--- src/rtl/gradient_noise_2d_defines.svh ---
// assertion macros for the gradient noise block
`ifndef GRADIENT_NOISE_2D_DEFINES_SVH
`define GRADIENT_NOISE_2D_DEFINES_SVH

`ifndef ASSERT_OFF
`define GN2D_ASSERT_IMP(lbl, ante, cons, msg) \
  lbl: assert property (@(posedge clk) disable iff (!rst_n) (ante) |-> (cons)) else $error(msg);
`define GN2D_ASSERT_NEXT(lbl, ante, cons, msg) \
  lbl: assert property (@(posedge clk) disable iff (!rst_n) (ante) |=> (cons)) else $error(msg);
`else
`define GN2D_ASSERT_IMP(lbl, ante, cons, msg)
`define GN2D_ASSERT_NEXT(lbl, ante, cons, msg)
`endif

`endif

--- src/rtl/gn2d_pkg.sv ---
// shared constants, types and helpers of the gradient noise block
package gn2d_pkg;

  localparam int TABLE_SIZE = 256;
  localparam int FRAC_BITS  = 16;
  localparam int GRAD_BITS  = 16;

  localparam int COORD_W = 32;
  localparam int GRAD_W  = 16;
  localparam int INDEX_W = 8;
  localparam int OUT_W   = 19;
  localparam int CORNERS = 4;

  localparam int ADDR_W  = $clog2(TABLE_SIZE);
  localparam int INT_W   = COORD_W - FRAC_BITS;
  localparam int HASH_W  = INT_W + 12;
  localparam int ENTRY_W = 2 * GRAD_W;
  localparam int OFF_W   = FRAC_BITS + 1;
  localparam int PROD_W  = OFF_W + GRAD_W;
  localparam int SUM_W   = PROD_W + 1;
  localparam int DOT_W   = SUM_W - (GRAD_BITS - 1);
  localparam int DIFF_W  = DOT_W + 1;
  localparam int LPROD_W = DIFF_W + OFF_W;
  localparam int LSUM_W  = LPROD_W - FRAC_BITS;

  localparam int HASH_MUL_X = 713;
  localparam int HASH_ADD   = 413;
  localparam int HASH_MUL_Y = 637;
  localparam int CORNER_ADD [CORNERS] = '{0, HASH_MUL_X, HASH_MUL_Y, HASH_MUL_X + HASH_MUL_Y};

  localparam int NOISE_BOUND = 1 << (FRAC_BITS + 1);

  localparam logic OP_LOAD = 1'b0;
  localparam logic OP_EVAL = 1'b1;

  typedef logic        [ADDR_W-1:0]  addr_t;
  typedef logic        [FRAC_BITS-1:0] frac_t;
  typedef logic        [ENTRY_W-1:0] entry_t;
  typedef logic signed [HASH_W-1:0]  hash_t;
  typedef logic signed [DOT_W-1:0]   dot_t;
  typedef logic signed [OUT_W-1:0]   noise_t;

  typedef struct packed {
    logic                           we;
    logic [CORNERS-1:0][ADDR_W-1:0] addr;
    entry_t                         wdata;
  } ram_req_t;

  typedef struct packed {
    logic  valid;
    frac_t fx;
    frac_t fy;
  } tag_t;

  // |h| mod table size, table size a power of two
  function automatic addr_t hash_to_addr(input hash_t h);
    addr_t low;
    low = h[ADDR_W-1:0];
    return h[HASH_W-1] ? addr_t'(~low + 1'b1) : low;
  endfunction

endpackage

--- src/rtl/gn2d_lerp.sv ---
// linear blend along x then y, saturation and result register
module gn2d_lerp (
  input  logic                                         clk,
  input  logic                                         rst_n,
  input  gn2d_pkg::tag_t                               tag_in,
  input  logic [gn2d_pkg::CORNERS-1:0][gn2d_pkg::DOT_W-1:0] dot_in,
  output logic                                         valid_out,
  output gn2d_pkg::noise_t                             noise_out
);
  import gn2d_pkg::*;

  localparam logic signed [LSUM_W-1:0] SAT_HI = LSUM_W'((1 << (OUT_W - 1)) - 1);
  localparam logic signed [LSUM_W-1:0] SAT_LO = LSUM_W'(-(1 << (OUT_W - 1)));

  logic signed [DIFF_W-1:0]  dlo, dhi, dv;
  logic signed [OFF_W-1:0]   wx, wy;
  logic signed [LPROD_W-1:0] mlo_nxt, mhi_nxt, mv_nxt;
  logic signed [LSUM_W-1:0]  lo_sum, hi_sum, v_sum;

  logic signed [LPROD_W-1:0] mlo_r, mhi_r, mv_r;
  dot_t  alo_r, ahi_r, lo_r, hi_r, lo8_r;
  frac_t fy6_r, fy7_r;
  logic  valid6_r, valid7_r, valid8_r, valid9_r;
  noise_t noise_r, noise_nxt;

  assign wx  = $signed({1'b0, tag_in.fx});
  assign dlo = DIFF_W'($signed(dot_in[1])) - DIFF_W'($signed(dot_in[0]));
  assign dhi = DIFF_W'($signed(dot_in[3])) - DIFF_W'($signed(dot_in[2]));
  assign mlo_nxt = dlo * wx;
  assign mhi_nxt = dhi * wx;

  assign lo_sum = LSUM_W'(alo_r) + $signed(mlo_r[LPROD_W-1:FRAC_BITS]);
  assign hi_sum = LSUM_W'(ahi_r) + $signed(mhi_r[LPROD_W-1:FRAC_BITS]);

  assign wy     = $signed({1'b0, fy7_r});
  assign dv     = DIFF_W'(hi_r) - DIFF_W'(lo_r);
  assign mv_nxt = dv * wy;

  assign v_sum = LSUM_W'(lo8_r) + $signed(mv_r[LPROD_W-1:FRAC_BITS]);

  always_comb begin
    if (v_sum > SAT_HI) begin
      noise_nxt = noise_t'(SAT_HI);
    end else if (v_sum < SAT_LO) begin
      noise_nxt = noise_t'(SAT_LO);
    end else begin
      noise_nxt = noise_t'(v_sum);
    end
  end

  always_ff @(posedge clk) begin
    if (!rst_n) begin
      valid6_r <= 1'b0;
      valid7_r <= 1'b0;
      valid8_r <= 1'b0;
      valid9_r <= 1'b0;
    end else begin
      valid6_r <= tag_in.valid;
      valid7_r <= valid6_r;
      valid8_r <= valid7_r;
      valid9_r <= valid8_r;
    end
    mlo_r   <= mlo_nxt;
    mhi_r   <= mhi_nxt;
    alo_r   <= $signed(dot_in[0]);
    ahi_r   <= $signed(dot_in[2]);
    fy6_r   <= tag_in.fy;
    lo_r    <= dot_t'(lo_sum);
    hi_r    <= dot_t'(hi_sum);
    fy7_r   <= fy6_r;
    mv_r    <= mv_nxt;
    lo8_r   <= lo_r;
    noise_r <= noise_nxt;
  end

  assign valid_out = valid9_r;
  assign noise_out = noise_r;

endmodule
--- config.mk ---
export PLATFORM = sky130hd
export DESIGN_NAME = gn2d_lerp
export DESIGN_NICKNAME = d
export VERILOG_FILES = /design/src/rtl/gradient_noise_2d_defines.svh /design/src/rtl/gn2d_pkg.sv /design/src/rtl/gn2d_lerp.sv
export SDC_FILE = /design/constraint.sdc
export NUM_CORES = 2
export LEC_CHECK = 0
export BUFFER_PORTS_ARGS = -buffer_cell sky130_fd_sc_hd__buf_4
export CORE_ASPECT_RATIO = 0.5
export CORE_UTILIZATION = 65
export CTS_CLUSTER_SIZE = 16
export DETAILED_ROUTE_END_ITERATION = 7
export GPL_ROUTABILITY_DRIVEN = 0
export HOLD_SLACK_MARGIN = 0.15
export PLACE_DENSITY = 0.92
export SYNTH_ARGS = -nofsm -noshare
export SYNTH_HDL_FRONTEND = slang
export SYNTH_SLANG_ARGS = --single-unit
--- constraint.sdc ---
create_clock -name clk -period 20.9 [get_ports clk]
set_input_delay 1.045 -clock clk [delete_from_list [all_inputs] [get_ports clk]]
set_output_delay 1.045 -clock clk [all_outputs]
set_load 0.005 [all_outputs]
**After elaboration in Yosys (flattened, before gate mapping)**

Index checks and enable logic that the tools add are counted.

- $add $sub $neg: 6
- Multipliers: 3
- Muxes and demuxes: 1
- Magnitude comparators: 2

Operators by type and width:

| operator | count |
|---|---|
| multiplier 20 x 17 -> 35 bit | 2 |
| subtractor 19 x 19 -> 20 bit | 3 |
| adder 19 bit | 2 |
| multiplier 20 x 17 -> 37 bit | 1 |
| adder 19 x 21 -> 21 bit | 1 |
| greater-than comparator 21 x 19 -> 1 bit (second input constant) | 1 |
| < comparator 21 x 19 -> 1 bit (second input constant) | 1 |
| 2-to-1 mux 19 bit | 1 |

- Flip-flop bits (word level): 257
- Input port bits: 111
- Logic and storage cells: 27
- Output and inout port bits: 20

**Depth between registers and ports, before layout**

- Depth after elaboration: 3
- Gate-level depth with buffers: 36
- Mapped depth without buffers: 35

**Worst setup path before layout**

OpenSTA, ideal clock, no wires.

- Kind: input -> register
- Start point: input dot_in[19] (netlist name)
- End point: register mlo_r[34]
- Library setup time: 0.117 ns
- Slack: 11.958 ns
- Cell stages on the path: 34
- Arrival time: 8.824 ns
- Required time: 20.783 ns
- Cells stage by stage: inv_1 -> ha_1 -> inv_1 -> fa_1 -> a21o_1 -> a21oi_1 -> o21bai_1 -> a21o_1 -> a21oi_1 -> o211ai_1 -> a31o_2 -> a21oi_1 -> xnor2_1 -> clkbuf_1 -> nand2_1 -> fa_1 -> fa_1 -> fa_1 -> inv_1 -> fa_1 -> fa_1 -> inv_1 -> fa_1 -> inv_1 -> ha_1 -> a21o_1 -> a21oi_1 -> o221ai_1 -> nor2_1 -> a21oi_1 -> a211oi_1 -> nor3_1 -> or4_1 -> a32o_1

- Longest elaborated chain between the ends: 2

Ends and longest elaborated chain:

| item | line | source |
|---|---|---|
| start: declaration | gn2d_lerp.sv:6 | `input logic [gn2d_pkg::CORNERS-1:0][gn2d_pkg::DOT_W-1:0] dot_in,` |
| subtractor 19 x 19 -> 20 bit | gn2d_lerp.sv:27 | `assign dlo = DIFF_W'($signed(dot_in[1])) - DIFF_W'($signed(dot_in[0]));` |
| multiplier 20 x 17 -> 35 bit | gn2d_lerp.sv:29 | `assign mlo_nxt = dlo * wx;` |
| net mlo_nxt[34] | gn2d_lerp.sv:17 | `logic signed [LPROD_W-1:0] mlo_nxt, mhi_nxt, mv_nxt;` |
| end signal: assignment | gn2d_lerp.sv:63 | `mlo_r <= mlo_nxt;` |
| end: declaration | gn2d_lerp.sv:20 | `logic signed [LPROD_W-1:0] mlo_r, mhi_r, mv_r;` |

The timed path passes the listed nets, and every way through them passes these cells.
A chain may end at the register's enable or synchronous reset.

**Worst setup path after layout**

Ends and elaborated chain as after synthesis.

==> flow_summary.yaml <==
routing:
  drt_iter0_markers: 3358
  via_per_inst: 6.02
  ant_nets: 0
  num_vias: 34800
  drc: 3
  first_pass_iters: 8
  wl_mm: 120
  wire_per_inst_um: 20.8
timing:
  fmax_mhz: 102
  hold_viol: 0
  setup_slack_ps: 11060
  finalCritPeriodShare: 0.471
  tightest_slew_ps: 1430
  relSlewSlack: 0.0430
  rsz0062_at_grt: "false"
  skew_ps: 21.3
  tns_ps: 0
  setup_viol: 0
  drv_slew: 0
  final.min_clock_period_ps: 9840
logic_synthesis:
  synth_area_leader_cell: "fa_1"
  synth_top_area_share: 0.422
  ys_top_cells_by_count: "1210 x inv_1, 927 x fa_1, 606 x nand2_1, 377 x ha_1, 335 x and2_1"
  synth_ff_type: "dfxtp_1"
  ys_ff_latch: 209
  syn_area_per_cell_sq_um: 9.05
  async_reset_ff_frac: 0
  synth.distinct_cells: 84
  yosysSeqAreaShare: 0.0951
  synth_top_cells_by_area: "fa_1 42%, ha_1 11%, inv_1 10%, dfxtp_1 9.5%, nand2_1 5.2%"
  yosysWarnings: 0
  synth_edf_count: 0
  syn_nets: 6280
  syn-cell-area_sq_um: 44000
  syn_inst: 4865
  post-synth-top-count-cell: "inv_1"
worst_setup_path:
  path_delay_family: "adder cells"
  critPathCaptureType: "register"
  cp.required_ps: 21380
  path_class: "input pin to register"
  cpPeakStageDelay_ps: 880
  worst-path-buf-inv: 6
  cp.arrival_ps: 10310
  slowest_stage: "o21ai_1"
  crit_path_frequent_cell: "fa_1"
  start_kind: "input pin"
  path_max_fanout: 16
die:
  die_w_um: 370
  die-area_sq_um: 68800
  die_h_um: 186
  pin_count: 131
  rows: 67
  core_sq_um: 67000
  initial_core_util: 0.657
global_routing:
  grt.overflow.total: 0
  use_met3: 0.104
  grt.met2_usage: 0.612
  grt_max_degree: 43
  grt_usage: 0.362
  grt_pass1_wl_mm: 194
  antenna_found_initial: 5
  grt_busiest_layer: "met2"
  grt_pass1_vias: 39100
  met1_usage: 0.398
run_status:
  status: "finished with violations"
  violations: "DRC"
clocking:
  numCtsBuffers: 23
  cts.clk_slew.worst_paths_ps: 60
  clock-sinks: 209
  cts_setup_buffers: 0
  htree_levels: 1
  cts_resized: 0
  ctsHoldBuffers: 0
  root_buffer: "clkbuf_16"
  cts_max_path_buffers: 3
  cts_tree: "done"
  clock_latency_ps: 590
layout:
  multi_input_area_sq_um: 34800
  drive_gt1_frac: 0.0536
  nets: 6284
  area_growth_pct: 6.03
  utilization: 0.697
  fillers: 4203
  ff_latch_area_sq_um: 4180
placed_design:
  post-dp-hpwl_mm: 89.9
  io_buffers: 130
  dp_slack_ps: 10670
worst_hold_path:
  hold_class: "register to register"
run:
  max-cap-violations: 0
-- state kept, by name, summed over array words and instances, names as in the netlist, 16 cells and up --
name       count
mv_r          21
ahi_r         19
alo_r         19
hi_r          19
lo8_r         19
lo_r          19
mhi_r         19
mlo_r         19
noise_out     19
fy6_r         16
fy7_r         16
-- cell families (layout without fill, tap and decap cells) --
kind of cell / Yosys count / after routing / synth area share
buffers and inverters: 1397 / 1417 / 0.120
AND/OR/NAND/NOR: 1341 / 1341 / 0.150
adder cells (fa/ha/maj): 1314 / 1314 / 0.531
AO/OA/AOI/OAI: 387 / 387 / 0.0597
flip-flops: 209 / 209 / 0.0951
XOR/XNOR: 183 / 183 / 0.0364
multiplexers: 34 / 34 / 0.00827
other: 0 / 1 / 0
-- worst register-to-register path: cells and delay by family, from the launching register on --
kind | cells | cell delay (ps)
compound gates | 13 | 3570
xor+xnor | 1 | 370
fa+ha+maj | 9 | 3990
buf+inv | 5 | 290
flops | 1 | 440
simple gates | 5 | 1020
-- per-stage QoR --
| step | hold WS (ps) | std cells | area, sq um |
|---|---|---|---|
| 3_3_place_gp | 313 | 5741 | 45900 |
| 6_report | 323 | 5783 | 46700 |
| 3_5_place_dp | 314 | 5741 | 45900 |
| 4_1_cts | 326 | 5782 | 46700 |
| 5_1_grt | 334 | 5782 | 46700 |
| 2_1_floorplan | 310 | 4865 | 44000 |
-- cell type report --
type / instances / share of cell area
Antenna cell: 1 / 0.0000536
Clock buffer: 30 / 0.0142
Clock inverter: 11 / 0.00228
Inverter: 1211 / 0.0974
Multi-Input combinational cell: 3259 / 0.746
Sequential cell: 209 / 0.0897
Tap cell: 897 / 0.0241
Timing Repair Buffer: 165 / 0.0265
-- path summary, 6_finish.rpt --
path              start        end  slack (ps)  cells past startpoint
min reg2reg    fy6_r[3]   fy7_r[3]         320                      0
min            fy6_r[3]   fy7_r[3]         320                      0
max          dot_in[19]  mlo_r[34]       11060                     34
max reg2reg     lo_r[0]   mv_r[36]       11100                     33
-- metal layers --
metal,vias to the layer above,wire length (um),part of all wire
li1,14500,-,-
met1,16900,38700,0.32
met2,2521,57300,0.48
met3,907,14900,0.12
met4,8,9420,0.078
met5,-,53,0.00044
-- layout by cell type (no fill, tap or decap), types with 6 or more instances in the layout --
cell	count
nand3b_1	12
o21ai_0	48
buf_4	165
or3_1	16
or2_2	6
nor3_1	33
a211oi_1	13
a31oi_1	7
a21o_1	59
a41oi_1	11
o21bai_1	7
and2_1	335
o211ai_1	12
nor2b_1	46
dfxtp_1	209
and3_1	34
and3b_1	12
ha_1	377
o21a_1	29
a21oi_1	103
fa_1	927
o21ai_1	21
xor2_1	35
nand2_1	606
maj3_1	10
clkbuf_8	6
nor2_1	95
nand3_1	68
mux2_1	19
mux2i_1	15
nand2b_1	52
xnor2_2	22
xnor2_1	120
inv_1	1210
xor2_2	6
clkbuf_16	23
nor4_1	6
Power is not shown: default switching activity piles up to over one toggle a cycle in this logic, so the estimate is an artifact.
