### src/rtl/gradient_noise_2d_defines.svh
// assertion macros for the gradient noise block
`ifndef GRADIENT_NOISE_2D_DEFINES_SVH
`define GRADIENT_NOISE_2D_DEFINES_SVH

`ifndef ASSERT_OFF
`define GN2D_ASSERT_IMP(lbl, ante, cons, msg) \
  lbl: assert property (@(posedge clk) disable iff (!rst_n) (ante) |-> (cons)) else $error(msg);
`define GN2D_ASSERT_NEXT(lbl, ante, cons, msg) \
  lbl: assert property (@(posedge clk) disable iff (!rst_n) (ante) |=> (cons)) else $error(msg);
`else
`define GN2D_ASSERT_IMP(lbl, ante, cons, msg)
`define GN2D_ASSERT_NEXT(lbl, ante, cons, msg)
`endif

`endif

### src/rtl/gn2d_pkg.sv
// shared constants, types and helpers of the gradient noise block
package gn2d_pkg;

  localparam int TABLE_SIZE = 256;
  localparam int FRAC_BITS  = 16;
  localparam int GRAD_BITS  = 16;

  localparam int COORD_W = 32;
  localparam int GRAD_W  = 16;
  localparam int INDEX_W = 8;
  localparam int OUT_W   = 19;
  localparam int CORNERS = 4;

  localparam int ADDR_W  = $clog2(TABLE_SIZE);
  localparam int INT_W   = COORD_W - FRAC_BITS;
  localparam int HASH_W  = INT_W + 12;
  localparam int ENTRY_W = 2 * GRAD_W;
  localparam int OFF_W   = FRAC_BITS + 1;
  localparam int PROD_W  = OFF_W + GRAD_W;
  localparam int SUM_W   = PROD_W + 1;
  localparam int DOT_W   = SUM_W - (GRAD_BITS - 1);
  localparam int DIFF_W  = DOT_W + 1;
  localparam int LPROD_W = DIFF_W + OFF_W;
  localparam int LSUM_W  = LPROD_W - FRAC_BITS;

  localparam int HASH_MUL_X = 713;
  localparam int HASH_ADD   = 413;
  localparam int HASH_MUL_Y = 637;
  localparam int CORNER_ADD [CORNERS] = '{0, HASH_MUL_X, HASH_MUL_Y, HASH_MUL_X + HASH_MUL_Y};

  localparam int NOISE_BOUND = 1 << (FRAC_BITS + 1);

  localparam logic OP_LOAD = 1'b0;
  localparam logic OP_EVAL = 1'b1;

  typedef logic        [ADDR_W-1:0]  addr_t;
  typedef logic        [FRAC_BITS-1:0] frac_t;
  typedef logic        [ENTRY_W-1:0] entry_t;
  typedef logic signed [HASH_W-1:0]  hash_t;
  typedef logic signed [DOT_W-1:0]   dot_t;
  typedef logic signed [OUT_W-1:0]   noise_t;

  typedef struct packed {
    logic                           we;
    logic [CORNERS-1:0][ADDR_W-1:0] addr;
    entry_t                         wdata;
  } ram_req_t;

  typedef struct packed {
    logic  valid;
    frac_t fx;
    frac_t fy;
  } tag_t;

  // |h| mod table size, table size a power of two
  function automatic addr_t hash_to_addr(input hash_t h);
    addr_t low;
    low = h[ADDR_W-1:0];
    return h[HASH_W-1] ? addr_t'(~low + 1'b1) : low;
  endfunction

endpackage

### src/rtl/gn2d_hash.sv
// corner hashing and gradient table port control
module gn2d_hash (
  input  logic                       clk,
  input  logic                       rst_n,
  input  logic                       valid_in,
  input  logic                       op_in,
  input  logic [gn2d_pkg::INDEX_W-1:0] index_in,
  input  logic [gn2d_pkg::GRAD_W-1:0]  grad_x_in,
  input  logic [gn2d_pkg::GRAD_W-1:0]  grad_y_in,
  input  logic [gn2d_pkg::COORD_W-1:0] x_in,
  input  logic [gn2d_pkg::COORD_W-1:0] y_in,
  output gn2d_pkg::ram_req_t         ram_req,
  output gn2d_pkg::tag_t             tag_out
);
  import gn2d_pkg::*;

  logic signed [INT_W-1:0] cx, cy;
  hash_t                   h00_nxt;

  logic   valid2_r, op2_r;
  addr_t  index2_r;
  entry_t wdata2_r;
  hash_t  h00_r;
  frac_t  fx2_r, fy2_r;

  logic  valid3_r;
  frac_t fx3_r, fy3_r;

  assign cx = $signed(x_in[COORD_W-1:FRAC_BITS]);
  assign cy = $signed(y_in[COORD_W-1:FRAC_BITS]);
  assign h00_nxt = hash_t'(cx) * hash_t'(HASH_MUL_X) + hash_t'(cy) * hash_t'(HASH_MUL_Y)
                 + hash_t'(HASH_ADD);

  always_ff @(posedge clk) begin
    if (!rst_n) begin
      valid2_r <= 1'b0;
      valid3_r <= 1'b0;
    end else begin
      valid2_r <= valid_in;
      valid3_r <= valid2_r && (op2_r == OP_EVAL);
    end
    op2_r    <= op_in;
    index2_r <= index_in[ADDR_W-1:0];
    wdata2_r <= {grad_x_in, grad_y_in};
    h00_r    <= h00_nxt;
    fx2_r    <= x_in[FRAC_BITS-1:0];
    fy2_r    <= y_in[FRAC_BITS-1:0];
    fx3_r    <= fx2_r;
    fy3_r    <= fy2_r;
  end

  // loads write every copy, evaluates read one corner per copy
  always_comb begin
    ram_req.we    = valid2_r && (op2_r == OP_LOAD);
    ram_req.wdata = wdata2_r;
    for (int i = 0; i < CORNERS; i++) begin
      ram_req.addr[i] = (op2_r == OP_LOAD) ? index2_r
                      : hash_to_addr(h00_r + hash_t'(CORNER_ADD[i]));
    end
  end

  assign tag_out.valid = valid3_r;
  assign tag_out.fx    = fx3_r;
  assign tag_out.fy    = fy3_r;

endmodule

### config.mk
export PLATFORM = sky130hd
export DESIGN_NAME = gn2d_hash
export DESIGN_NICKNAME = d
export VERILOG_FILES = /design/src/rtl/gradient_noise_2d_defines.svh /design/src/rtl/gn2d_pkg.sv /design/src/rtl/gn2d_hash.sv
export SDC_FILE = /design/constraint.sdc
export NUM_CORES = 1
export LEC_CHECK = 0
export CAP_MARGIN = 15
export CORE_ASPECT_RATIO = 0.6
export CORE_MARGIN = 3
export CORE_UTILIZATION = 62
export CTS_CLUSTER_DIAMETER = 150
export CTS_CLUSTER_SIZE = 12
export DETAILED_ROUTE_END_ITERATION = 12
export DONT_BUFFER_PORTS = 1
export PLACE_DENSITY = 0.77
export SLEW_MARGIN = 20
export SYNTH_ARGS = -nofsm -noshare
export SYNTH_HDL_FRONTEND = slang
export SYNTH_SLANG_ARGS = --single-unit
### constraint.sdc
create_clock -name clk -period 7.43 [get_ports clk]
set_input_delay 0 -clock clk [delete_from_list [all_inputs] [get_ports clk]]
set_output_delay 0 -clock clk [all_outputs]
set_load 0.05 [all_outputs]
**Word-level counts from Yosys, hierarchy flattened**

Index checks and enable logic that the tools add are counted.

- Register bits after elaboration: 135

- Add/subtract/negate cells: 9
- Multipliers: 2
- Muxes and demuxes: 8
- Bitwise logic cells: 5
- Reductions and logical operators: 2

Operators with widths:

| cell | number |
|---|---|
| $mux 8 | 8 |
| $add 28x11->28 const B | 2 |
| $mul 16x11->27 const B | 2 |
| $add 8x1->8 const B | 4 |
| $not 8->8 | 4 |
| $add 27x27->28 | 1 |
| $add 28x10->28 const B | 1 |
| $add 28x12->28 const B | 1 |
| $logic_and 1x1->1 | 2 |
| $not 1->1 | 1 |

**Longest topological paths before layout**

Gate-level depths: netlist (run 1).

- Depth in word-level cells: 5
- Depth in mapped cells: 21

**Worst setup path before layout (run 1)**

Ideal clock, no wire load.

- Path kind: input to register
- Start point: in y_in[29] (netlist bit)
- End point: reg h00_r[25]
- Arrival time: 5.339 ns
- Required time: 7.339 ns
- Setup slack: 2.000 ns
- Cell stages on the path: 19
- Buffers on the path: 1
- Cell sequence: fa_1 -> inv_1 -> fa_1 -> fa_1 -> inv_1 -> fa_1 -> fa_1 -> fa_1 -> inv_1 -> fa_1 -> inv_1 -> ha_1 -> clkbuf_1 -> a21oi_1 -> o211ai_1 -> a21o_1 -> a221oi_1 -> a21oi_1 -> nor4bb_1

- Word-level cells in the longest chain between the ends: 3

RTL lines:

| element | RTL line | source |
|---|---|---|
| start, declared | gn2d_hash.sv:11 | `input logic [gn2d_pkg::COORD_W-1:0] y_in,` |
| $mul 16x11->27 | gn2d_hash.sv:31 | `assign h00_nxt = hash_t'(cx) * hash_t'(HASH_MUL_X) + hash_t'(cy) * hash_t'(HASH_MUL_Y)` |
| $add 27x27->28 | gn2d_hash.sv:31 |  |
| $add 28x10->28 | gn2d_hash.sv:32 | `+ hash_t'(HASH_ADD);` |
| via h00_nxt[25] | gn2d_hash.sv:18 | `hash_t h00_nxt;` |
| end signal, assigned | gn2d_hash.sv:45 | `h00_r <= h00_nxt;` |
| end, declared | gn2d_hash.sv:23 | `hash_t h00_r;` |

The timed path passes the listed nets, and every way through them passes these cells.
A chain may end at the register's enable or synchronous reset.

**Worst setup path in the final report (run 1)**

Ends and elaborated chain as after synthesis.

==> results.cfg, run 1 <==
[detailed_routing]
firstDrtPassIters = 5
drt_wl_total_mm = 27.71
wl_met1_mm = 12.76
route.top_layer_used = met4
via_per_inst = 5.559
vias = 8166
wl_met3_mm = 1.800
routed-wl-met2_mm = 12.84
drc = 0
postRouteAntennaNets = 0
drt-initial-drc-count = 600
route.detailed.wl_per_inst_um = 18.86

[floorplanning]
ios = 206
die-height_um = 113.0
rows = 38
start_util_pct = 64.27
die_area_um2 = 20820
coreArea_um2 = 18400
dieWidth_um = 184.3

[finish]
finalNonFillerCells = 1469
synthToLayoutAreaGrowth_pct = 14.81
drive_gt1_share_pct = 4.723
finalNetCount = 1680
fill_cells = 1261
finish.utilization_pct = 73.79

[sta]
period_share_pct = 71.09
fmax_mhz = 189.3
slew_viol_final = 0
finalHoldViolCount = 0
holdWs_ns = 0.02284
setup_violations = 0
fin_crit_ns = 5.282
tightest_slew_ns = 1.181
fin_skew_ns = 0.01461
finalSetupTns_ns = 0
rsz0062_at_grt = false
slew_headroom_pct = 20.87

[worst_setup_path]
crit_top_cell = fa_1
r2r_slack_ns = 6.79
path_max_fanout = 8
worstSetupPathType = primary input to flop
max_stage_delay_ns = 0.55
crit_path_start_kind = primary input
r2r_end = valid3_r$_SDFF_PN0_
reg2reg_depth = 1
critPathBufInv = 4
cp_top_family = adder cells
worst_path_max_delay_cell = fa_1
worstPathCellList = fa_1, inv_1, fa_1, fa_1, inv_1, fa_1, fa_1, fa_1, inv_1, fa_1, inv_1, ha_1, a21oi_1, o211ai_1, a21o_1, a221oi_1, a21oi_1, nor4bb_1
reg2reg_from = op2_r$_DFF_P_
crit_arrival_ns = 5.65
critPathRequiredTime_ns = 7.79
cp-end-kind = flop

[run_status]
status = completed

[clock_network]
post_cts_buffers = 0
insertion_delay_ns = 0.46
htreeDepth = 4
numCtsBuffers = 25
clockBufferDepth = 3
cts_tree = built
cts-root-buf = clkbuf_16
ctsHoldBuffers = 81
path_clk_slew_ns = 0.07
postCtsResizedCells = 0
clock-sinks = 135

[yosys]
ys.flop_type = dfxtp_1
synth_edf_count = 0
ys_ff_latch = 135
synth_cell_type_count = 63
synth_area_um2 = 11830
yosys_warnings = 0
syn_area_per_cell_um2 = 10.41
syn-num-nets = 1593
yosysSeqAreaShare_pct = 22.85
synthCells = 1136
synth-async-reset-ratio_pct = 0

[global_route]
first_global_vias = 8669
grt_overflow_total = 0
track_usage_pct = 27.93
grt_max_degree = 41
grt_pass1_wl_mm = 45.65
antenna_found_initial = 1

[run]
maxCapViolCount = 0

[placed_design]
io_buffers = 0
place_inst = 1355
place_hpwl_mm = 21.29
place.gp.congestion = 0.8900

[min_path]
holdCritPathClass = primary input to flop
min_path_cells = 3
whs_endpoint = h00_r[27]$_DFF_P_
worstHoldStart = x_in[31]
[cells in the mapped netlist (2+ instances only)]
cell	instances	area [µm²]
clkbuf_1	19	71.32
nand4_1	10	62.56
a31oi_1	10	62.56
a22oi_1	3	22.52
nor2b_1	7	43.79
nor2_1	34	127.6
mux2_2	4	45.04
nand3b_1	4	30.03
o21ai_0	28	140.1
a21o_1	11	82.58
a211oi_1	3	22.52
a31o_2	3	26.28
o21bai_1	3	22.52
nor4b_1	2	17.52
mux2i_1	7	70.07
and3_1	7	43.79
o2111ai_1	3	26.28
or2_2	2	12.51
xor2_1	21	183.9
inv_1	258	968.4
a21oi_1	48	240.2
or3_1	7	43.79
fa_1	167	3343
dfxtp_1	135	2703
nor4_1	4	25.02
a21boi_0	2	15.01
a32oi_1	2	17.52
o31ai_1	4	30.03
nand2_1	31	116.4
o21a_1	2	15.01
nand2b_1	5	31.28
nor4bb_1	2	20.02
and2_1	6	37.54
o211ai_1	4	30.03
buf_4	7	52.55
ha_1	182	2277
nor3_1	9	45.04
xnor2_1	43	376.6
and4_1	2	17.52
nand3_1	12	60.06
[placed cells by master, fill, tap and decap left out, drive strengths merged, types with 3 or more instances in the layout]
| master | count |
|---|---|
| a211oi | 3 |
| o2111ai | 3 |
| fa | 167 |
| o21bai | 3 |
| or3 | 7 |
| a31oi | 10 |
| nor2 | 34 |
| a22oi | 4 |
| dlygate4sd3 | 81 |
| nand2b | 5 |
| mux2i | 7 |
| nand4 | 10 |
| o211ai | 4 |
| o21ai | 28 |
| a21oi | 48 |
| and3 | 7 |
| nor2b | 7 |
| a21o | 11 |
| nand3 | 12 |
| nor4 | 4 |
| a32oi | 3 |
| mux2 | 5 |
| ha | 182 |
| inv | 258 |
| nand3b | 4 |
| o31ai | 4 |
| and2 | 6 |
| nor3 | 9 |
| xor2 | 21 |
| buf | 6 |
| clkbuf | 29 |
| xnor2 | 43 |
| dfxtp | 135 |
| a31o | 3 |
| nand2 | 31 |
[layer usage]
metal  vias up  global-route usage [%]
met5         -                       0
met4         0                   3.875
met3        30                   4.947
met2       291                   44.64
met1      4044                   41.30
li1       3801                       -
[metrics by stage]
stage	setup WS (ns)	cell area [µm²]
2_1_floorplan	2.000	11830
3_3_place_gp	1.855	12050
3_5_place_dp	1.660	12050
4_1_cts	2.128	13570
5_1_grt	1.843	13580
6_report	2.148	13580
[tightest hold or removal path: stages]
cell	delay, ns
ha_1	0.14
xnor2_1	0.14
xnor2_1	0.16
[registers in the layout, summed over array words and instances (netlist names)]
register / flops
index2_r: 8
fx2_r: 16
fy2_r: 16
h00_r: 28
fx3_r: 16
valid2_r: 1
op2_r: 1
fy3_r: 16
valid3_r: 1
wdata2_r: 32
[worst max-delay path by stage]
stage          cells past startpoint                 to  slack, ns  startpoint
4_1_cts                           18  h00_r[25]$_DFF_P_       2.13    y_in[29]
3_5_place_dp                      18  h00_r[25]$_DFF_P_       1.66    y_in[29]
3_3_place_gp                      18  h00_r[25]$_DFF_P_       1.85    y_in[29]
5_1_grt                           18  h00_r[25]$_DFF_P_       1.84    y_in[29]
6_report                          18  h00_r[25]$_DFF_P_       2.15    y_in[29]
2_1_floorplan                     19  h00_r[25]$_DFF_P_       2.00    y_in[29]
[layout make-up]
type / count / area [µm²] / share of cell area [%]
clock inverter: 3 / 45.04 / 0.3318
inverter: 259 / 972.2 / 7.161
clock buffer: 29 / 670.6 / 4.940
tap: 240 / 300.3 / 2.212
antenna: 1 / 2.502 / 0.01843
timing repair buffer: 87 / 855.8 / 6.304
multi-input combinational: 715 / 8028 / 59.13
sequential: 135 / 2703 / 19.91
[cell families after synthesis]
logic type / count (synthesis) / synth area share (%)
XOR/XNOR: 64 / 4.740
multiplexers: 12 / 1.100
buffers and inverters: 286 / 9.364
AO/OA/AOI/OAI: 139 / 7.618
AND/OR/NAND/NOR: 151 / 6.793
flip-flops: 135 / 22.85
adder cells (fa/ha/maj): 349 / 47.53
Power of run 1 is left out: the tool's default activity adds up to more than one toggle a clock period on the data nets, which glitch-free logic cannot reach.
==> run 2, diff against run 1 <==
==> constraint.sdc (replaced) <==
create_clock -name clk -period 5.3 [get_ports clk]
set_input_delay 0 -clock clk [delete_from_list [all_inputs] [get_ports clk]]
set_output_delay 0 -clock clk [all_outputs]
set_load 0.05 [all_outputs]
==> run 2 against run 1 <==
  * Cell count rose by 2.3%
  * Sequential share of layout area is 0.36 points lower
  * Via count is 2.3% higher
  * Largest cell class unchanged
==> results.cfg, run 2 (synthesized netlist as in run 1, its figures left out) <==
[run_status]
status = completed

[finish]
finish.utilization_pct = 75.14
top_register = wdata2_r
final_cell_mix = inv_1 (258), ha_1 (182), fa_1 (167), dfxtp_1 (135), dlygate4sd3_1 (82)
synthToLayoutAreaGrowth_pct = 16.92
layout_commonest_cell = inv_1
drive_gt1_share_pct = 7.522
finalNonFillerCells = 1503
finalNetCount = 1714
num_antenna_cells = 0
reg_top3 = wdata2_r (32), h00_r (28)
largest_reg_flops = 32

[worst_setup_path]
r2r_end = valid3_r$_SDFF_PN0_
crit_arrival_ns = 5.35
critPathRequiredTime_ns = 5.66
cp-startpoint = y_in[24]
reg2reg_from = op2_r$_DFF_P_
crit_top_cell = fa_1
worst_path_max_delay_cell = fa_1
crit_path_start_kind = primary input
r2r_slack_ns = 4.31
worstPathCellList = fa_1, fa_1, fa_1, fa_1, fa_1, fa_1, inv_1, fa_1, inv_1, ha_1, buf_4, nand2_1, o21ai_0, a31o_2, a21oi_1, buf_4, a311oi_1
max_stage_delay_ns = 0.55
reg2reg_depth = 2
cp-end-kind = flop
path_max_fanout = 7
worstSetupPathType = primary input to flop

[detailed_routing]
postRouteAntennaNets = 0
vias = 8354
route.detailed.wl_per_inst_um = 19.22
drt_wl_total_mm = 28.89
drt-initial-drc-count = 763
drc = 0
via_per_inst = 5.558
firstDrtPassIters = 5

[global_route]
antenna_found_initial = 0
first_global_vias = 9061
grt_pass1_wl_mm = 47.80
track_usage_pct = 29.25
grt_max_degree = 43
grt_overflow_total = 0

[clock_network]
clock-sinks = 135
clockBufferDepth = 3
postCtsResizedCells = 0
numCtsBuffers = 25
post_cts_buffers = 0
insertion_delay_ns = 0.46
cts-root-buf = clkbuf_16
ctsHoldBuffers = 82
cts_tree = built
path_clk_slew_ns = 0.05
htreeDepth = 4

[run]
maxCapViolCount = 0

[sta]
fin_crit_ns = 4.987
rsz0062_at_grt = false
holdWs_ns = 0.03287
finalHoldViolCount = 0
period_share_pct = 94.10
slew_headroom_pct = 25.39
tightest_slew_ns = 1.123
setup_ws_ns = 0.3127
fmax_mhz = 200.5
setup_violations = 0
fin_skew_ns = 0.02072
slew_viol_final = 0

[placed_design]
place.gp.congestion = 0.8987
place_hpwl_mm = 22.01
place_ws_ns = -0.09963
io_buffers = 0
place_inst = 1388

[floorplanning]
dieWidth_um = 184.3
start_util_pct = 64.27
coreArea_um2 = 18400
ios = 206
rows = 38
die_area_um2 = 20820
die-height_um = 113.0

[min_path]
worstHoldStart = x_in[31]
holdCritPathClass = primary input to flop
whs_endpoint = h00_r[27]$_DFF_P_
min_path_cells = 3
## run 2: cell count changes in the layout (fill, tap and decap cells not counted), sizes merged
cell / delta
diode: -1
buf: +33
dlygate4sd3: +1
clkinv: +3
clkinvlp: -1
bufinv: -1
## run 2: area by class of cell
cell class	count	area, µm²
inverter	259	972.2
clock buffer	29	670.6
timing repair buffer	121	1114
sequential	135	2703
fill	1214	4574
multi-input combinational	715	8044
clock inverter	4	22.52
tap	240	300.3
## run 2: per-stage QoR
step	area (µm²)	setup TNS (ns)
finish	13830	0
global route	13830	0
CTS	13820	0
detailed placement	12310	-0.2934
global placement	12310	-0.06302
floorplan	11840	0
## run 2: worst max path at each step
stage / end / slack [ns] / cells past startpoint
after floorplan: h00_r[25]$_DFF_P_ / 0.005 / 19
after global placement: h00_r[26]$_DFF_P_ / -0.06 / 17
after detailed placement: h00_r[25]$_DFF_P_ / -0.1 / 19
after CTS: h00_r[25]$_DFF_P_ / 0.36 / 19
after global routing: h00_r[25]$_DFF_P_ / 0.03 / 18
final: h00_r[26]$_DFF_P_ / 0.31 / 17
## run 2: critical path, delay by kind of cell
kind,cells,cell delay (ns)
AOI/OAI and AO/OA,4,0.98
buffers and inverters,4,0.36
adders and majority gates,8,3.87
and+or+nand+nor,1,0.11
## run 2: per-layer routing
metal	share of wire, %	routed length, µm	vias to the layer above	global-route usage, %
met5	0	0	-	0
met4	2.0	577	0	6.241
met3	7.2	2092	55	6.489
met2	46	13390	327	47.18
li1	-	-	3873	-
met1	44	12830	4099	41.14
Power of run 2 is left out for the same reason.
